==> src/rtl/g2e_pkg.sv <==
`default_nettype none

package g2e_pkg;

  // Default fixed-point formats of the stream fields.
  localparam int ANGLE_FRAC_BITS_DEF  = 29;
  localparam int LENGTH_FRAC_BITS_DEF = 8;

  // Field widths.
  localparam int LAT_W = 31;
  localparam int LON_W = 32;
  localparam int HGT_W = 26;
  localparam int OUT_W = 32;

  // Width of a length in Q8 with headroom for the largest height scaling.
  localparam int LEN_W = 35;

  // Angle constants in Q30 radians.
  localparam logic [32:0] TWO_PI_Q30  = 33'd6746518852;
  localparam logic [32:0] PI_Q30      = 33'd3373259426;
  localparam logic [32:0] HALF_PI_Q30 = 33'd1686629713;
  // Values of [0, 2*pi) above pi/2 and below this fold back through pi.
  localparam logic [32:0] FOLD_LIMIT  = 33'd5059889139;

  localparam logic [31:0] CORDIC_GAIN  = 32'h26DD3B6A;
  localparam int          CORDIC_STEPS = 31;

  // Ellipsoid: squared eccentricity in Q40, semi-major axis in metres.
  localparam logic [32:0] E2_Q40  = 33'd7360548640;
  localparam logic [22:0] WGS84_A = 23'd6378137;

  localparam int SQRT_STEPS = 31;
  localparam int DIV_STEPS  = 31;

  localparam logic signed [36:0] OUT_LIMIT = 37'sd1700000000;

  // Truncated arctangent of 2^-i in Q30.
  function automatic logic [31:0] cordic_atan(input int i);
    logic [31:0] v;
    case (i)
      0:  v = 32'h3243F6A8;
      1:  v = 32'h1DAC6705;
      2:  v = 32'h0FADBAFC;
      3:  v = 32'h07F56EA6;
      4:  v = 32'h03FEAB76;
      5:  v = 32'h01FFD55B;
      6:  v = 32'h00FFFAAA;
      7:  v = 32'h007FFF55;
      8:  v = 32'h003FFFEA;
      9:  v = 32'h001FFFFD;
      10: v = 32'h000FFFFF;
      11: v = 32'h0007FFFF;
      12: v = 32'h0003FFFF;
      13: v = 32'h0001FFFF;
      14: v = 32'h0000FFFF;
      15: v = 32'h00007FFF;
      16: v = 32'h00003FFF;
      17: v = 32'h00001FFF;
      18: v = 32'h00000FFF;
      19: v = 32'h000007FF;
      20: v = 32'h000003FF;
      21: v = 32'h000001FF;
      22: v = 32'h000000FF;
      23: v = 32'h0000007F;
      24: v = 32'h0000003F;
      25: v = 32'h0000001F;
      26: v = 32'h0000000F;
      27: v = 32'h00000008;
      28: v = 32'h00000004;
      29: v = 32'h00000002;
      30: v = 32'h00000001;
      default: v = 32'h00000000;
    endcase
    return v;
  endfunction

endpackage

`default_nettype wire

==> src/rtl/g2e_delay.sv <==
`default_nettype none

// Shift line of DEPTH registers that advances the payload only while en is high.
module g2e_delay import g2e_pkg::*; #(
  parameter int WIDTH = 32,
  parameter int DEPTH = 1
) (
  input  wire logic             clk,
  input  wire logic             en,
  input  wire logic [WIDTH-1:0] d,
  output logic      [WIDTH-1:0] q
);

  logic [WIDTH-1:0] taps [0:DEPTH-1];

  always_ff @(posedge clk) begin
    if (en) begin
      taps[0] <= d;
      for (int i = 1; i < DEPTH; i++) begin
        taps[i] <= taps[i-1];
      end
    end
  end

  assign q = taps[DEPTH-1];

endmodule

`default_nettype wire

==> config.mk <==
export PLATFORM = sky130hd
export DESIGN_NAME = g2e_delay
export DESIGN_NICKNAME = d
export VERILOG_FILES = /design/src/rtl/g2e_pkg.sv /design/src/rtl/g2e_delay.sv
export SDC_FILE = /design/constraint.sdc
export NUM_CORES = 1
export LEC_CHECK = 0
export BUFFER_PORTS_ARGS = -buffer_cell sky130_fd_sc_hd__buf_2
export CAP_MARGIN = 20
export CORE_UTILIZATION = 39
export CTS_CLUSTER_SIZE = 30
export DETAILED_ROUTE_END_ITERATION = 8
export HOLD_SLACK_MARGIN = 0.06
export PLACE_DENSITY = 0.76
export RECOVER_POWER = 50
export SYNTH_ARGS = -nofsm -noshare
export SYNTH_HDL_FRONTEND = slang
export SYNTH_SLANG_ARGS = --single-unit
==> constraint.sdc <==
create_clock -name clk -period 0.8 [get_ports clk]
set_input_delay 0.08 -clock clk [delete_from_list [all_inputs] [get_ports clk]]
set_output_delay 0.08 -clock clk [all_outputs]
set_load 0.02 [all_outputs]
==> metrics <==
nets 172; initial antenna violation count 0; CP arrival 0.89 ns; Critical Path Slowest Stage Cell edfxtp_1; IO buf count 65; fraction of registers with async set/reset 0; core area 2276 um2; DR WL/cell 14.30 um; most frequent cell after synthesis edfxtp_1; Longest Clk Path Bufs 2; HP Class in2reg; largest net degree at the start of global routing 18; CP Launch Type flip-flop; final hold vios 0; All-Layer GR Usage 0.1923; Largest regs taps x32; Syn Inst Count 32; crit-path cells buf_6; Multi-input gate area 0 um2; Initial Utilization 0.4222; Crit Path Max Fanout 1; clock period minus worst slack 0.9675 ns; cell taking the most area after synthesis edfxtp_1; Area contributors post-synth edfxtp_1 100%; Post-CTS Repair Setup Buffers 0; Rows 17; commonest cells in the netlist 32 x edfxtp_1; Mapped Area 960.9 um2; MaxCap Viol Count 0; status finished with violations; Max rail drop VDD 1.551 mV; YS warnings 0; Final setup viols 32; layout filler cell count 131; Die Footprint 2666 um2; Hold Crit Start en; Worst-Margin Slew 0.4054 ns; GRT Residual Overflow 0; Max Freq 1.034 GHz; utilization after layout 0.8103; Multi-input comb cells 0; number of global-route vias before repair 786; Mapped Avg Cell Area 30.03 um2; GP Congestion 0.6527; Final ANT Viol Nets 0; drt drc 0; H-tree depth 2; dominant synthesized flop cell edfxtp_1; Worst Setup End Kind output port; register area share after synthesis 1.000; syn_nets 66; CTS Buf Count 5; #FFs+latches synth 32; setup TNS -4.247 ns; first-pass GRT wire length 3284 um; Pre-Repair DR Iteration Count 4; cell family with most CP delay flip-flops; top cell type's share of synthesized area 1.000; Synth cell types 1; Total Wirelength 2345 um; setup slack after layout -0.1675 ns; initial drt markers 9; CTS sink cnt 32; CTS tree built; CTS clk-pin slew, worst paths 0.09 ns; Ports 66; failing checks negative setup slack; Post-synth EDFFs 32; crit path kind reg2out; Largest register FFs 32; critical path startpoint taps[0][14]; Antenna Cells 0; CP required 0.72 ns; Area Overhead vs Synth 91.93%; Die Ht 51.64 um; most flop-heavy register taps; max_slew headroom 0.7297; root buf cell clkbuf_4; vias per cell 4.335; via total after detailed routing 711; Final Max Slew Viols 0; layout cell share with drive strength beyond 1 0.5221; pwr dens 1873 nW/um2; CP Buf/Inv Count 1; crit-path max cell delay 0.41 ns; fin crit share 1.209; leakage power 0.7840 nW; RSZ-0062 raised after global routing true; die width 51.64 um
placed cells by master (no fill, tap or decap):
cell type      synthesis  routed
clkbuf_2               0       2
clkbuf_1               0       1
buf_2                  0      39
clkbuf_4               0       5
dlygate4sd3_1          0      32
edfxtp_1              32      32
buf_6                  0      25
report_power, final:
part / internal [mW] / switching [mW]
clock network: 0.293 / 0.471
registers: 1.99 / 0.0525
logic: 0.357 / 0.289
total: 2.64 / 0.812
final timing paths:
path | cells past startpoint | slack (ns) | endpoint
max | 1 | -0.17 | q[14]
min | 2 | 0.34 | taps[0][21]
timing repair:
item,4_1_cts,5_1_grt
cloned,0,0
resized for setup,10,40
hold buffers,32,0
hold endpoints to repair,32,0
endpoints found under the setup margin,32,32
kinds of logic (layout without fill, tap and decap cells):
| family | after synthesis | in the layout | synth area share |
|---|---|---|---|
| flops | 32 | 32 | 1.000 |
| buf+inv | 0 | 104 | 0 |
area by class of cell:
| cell class | count | area, um2 | share of cell area |
|---|---|---|---|
| Clock buffer | 5 | 37.54 | 0.02035 |
| Sequential cell | 32 | 960.9 | 0.5210 |
| Tap cell | 28 | 35.03 | 0.01900 |
| Timing Repair Buffer | 99 | 810.8 | 0.4396 |
layer usage:
layer  up-vias  global-route usage  routed length (um)
met5         -                   0                   0
met4         0              0.1622                  36
met3         4             0.06725                 217
met2        46              0.3290                1277
met1       322              0.1811                 814
li1        339                   -                   -
metrics by stage:
| step | instance area [um2] | std cells | worst slack [ns] | power, mW | hold WS, ns |
|---|---|---|---|---|---|
| 3_3_place_gp | 1361 | 127 | 0.1248 | 2.470 | 0.2573 |
| 4_1_cts | 1750 | 164 | -0.1858 | 3.366 | 0.1616 |
| 5_1_grt | 1844 | 164 | -0.1980 | 3.569 | 0.3607 |
| 3_5_place_dp | 1361 | 127 | 0.1222 | 2.483 | 0.2581 |
| 6_report | 1844 | 164 | -0.1675 | 3.454 | 0.3414 |
| 2_1_floorplan | 960.9 | 32 | 0.2705 | 2.238 | 0.1789 |
Power figures use the tool's default switching activity.
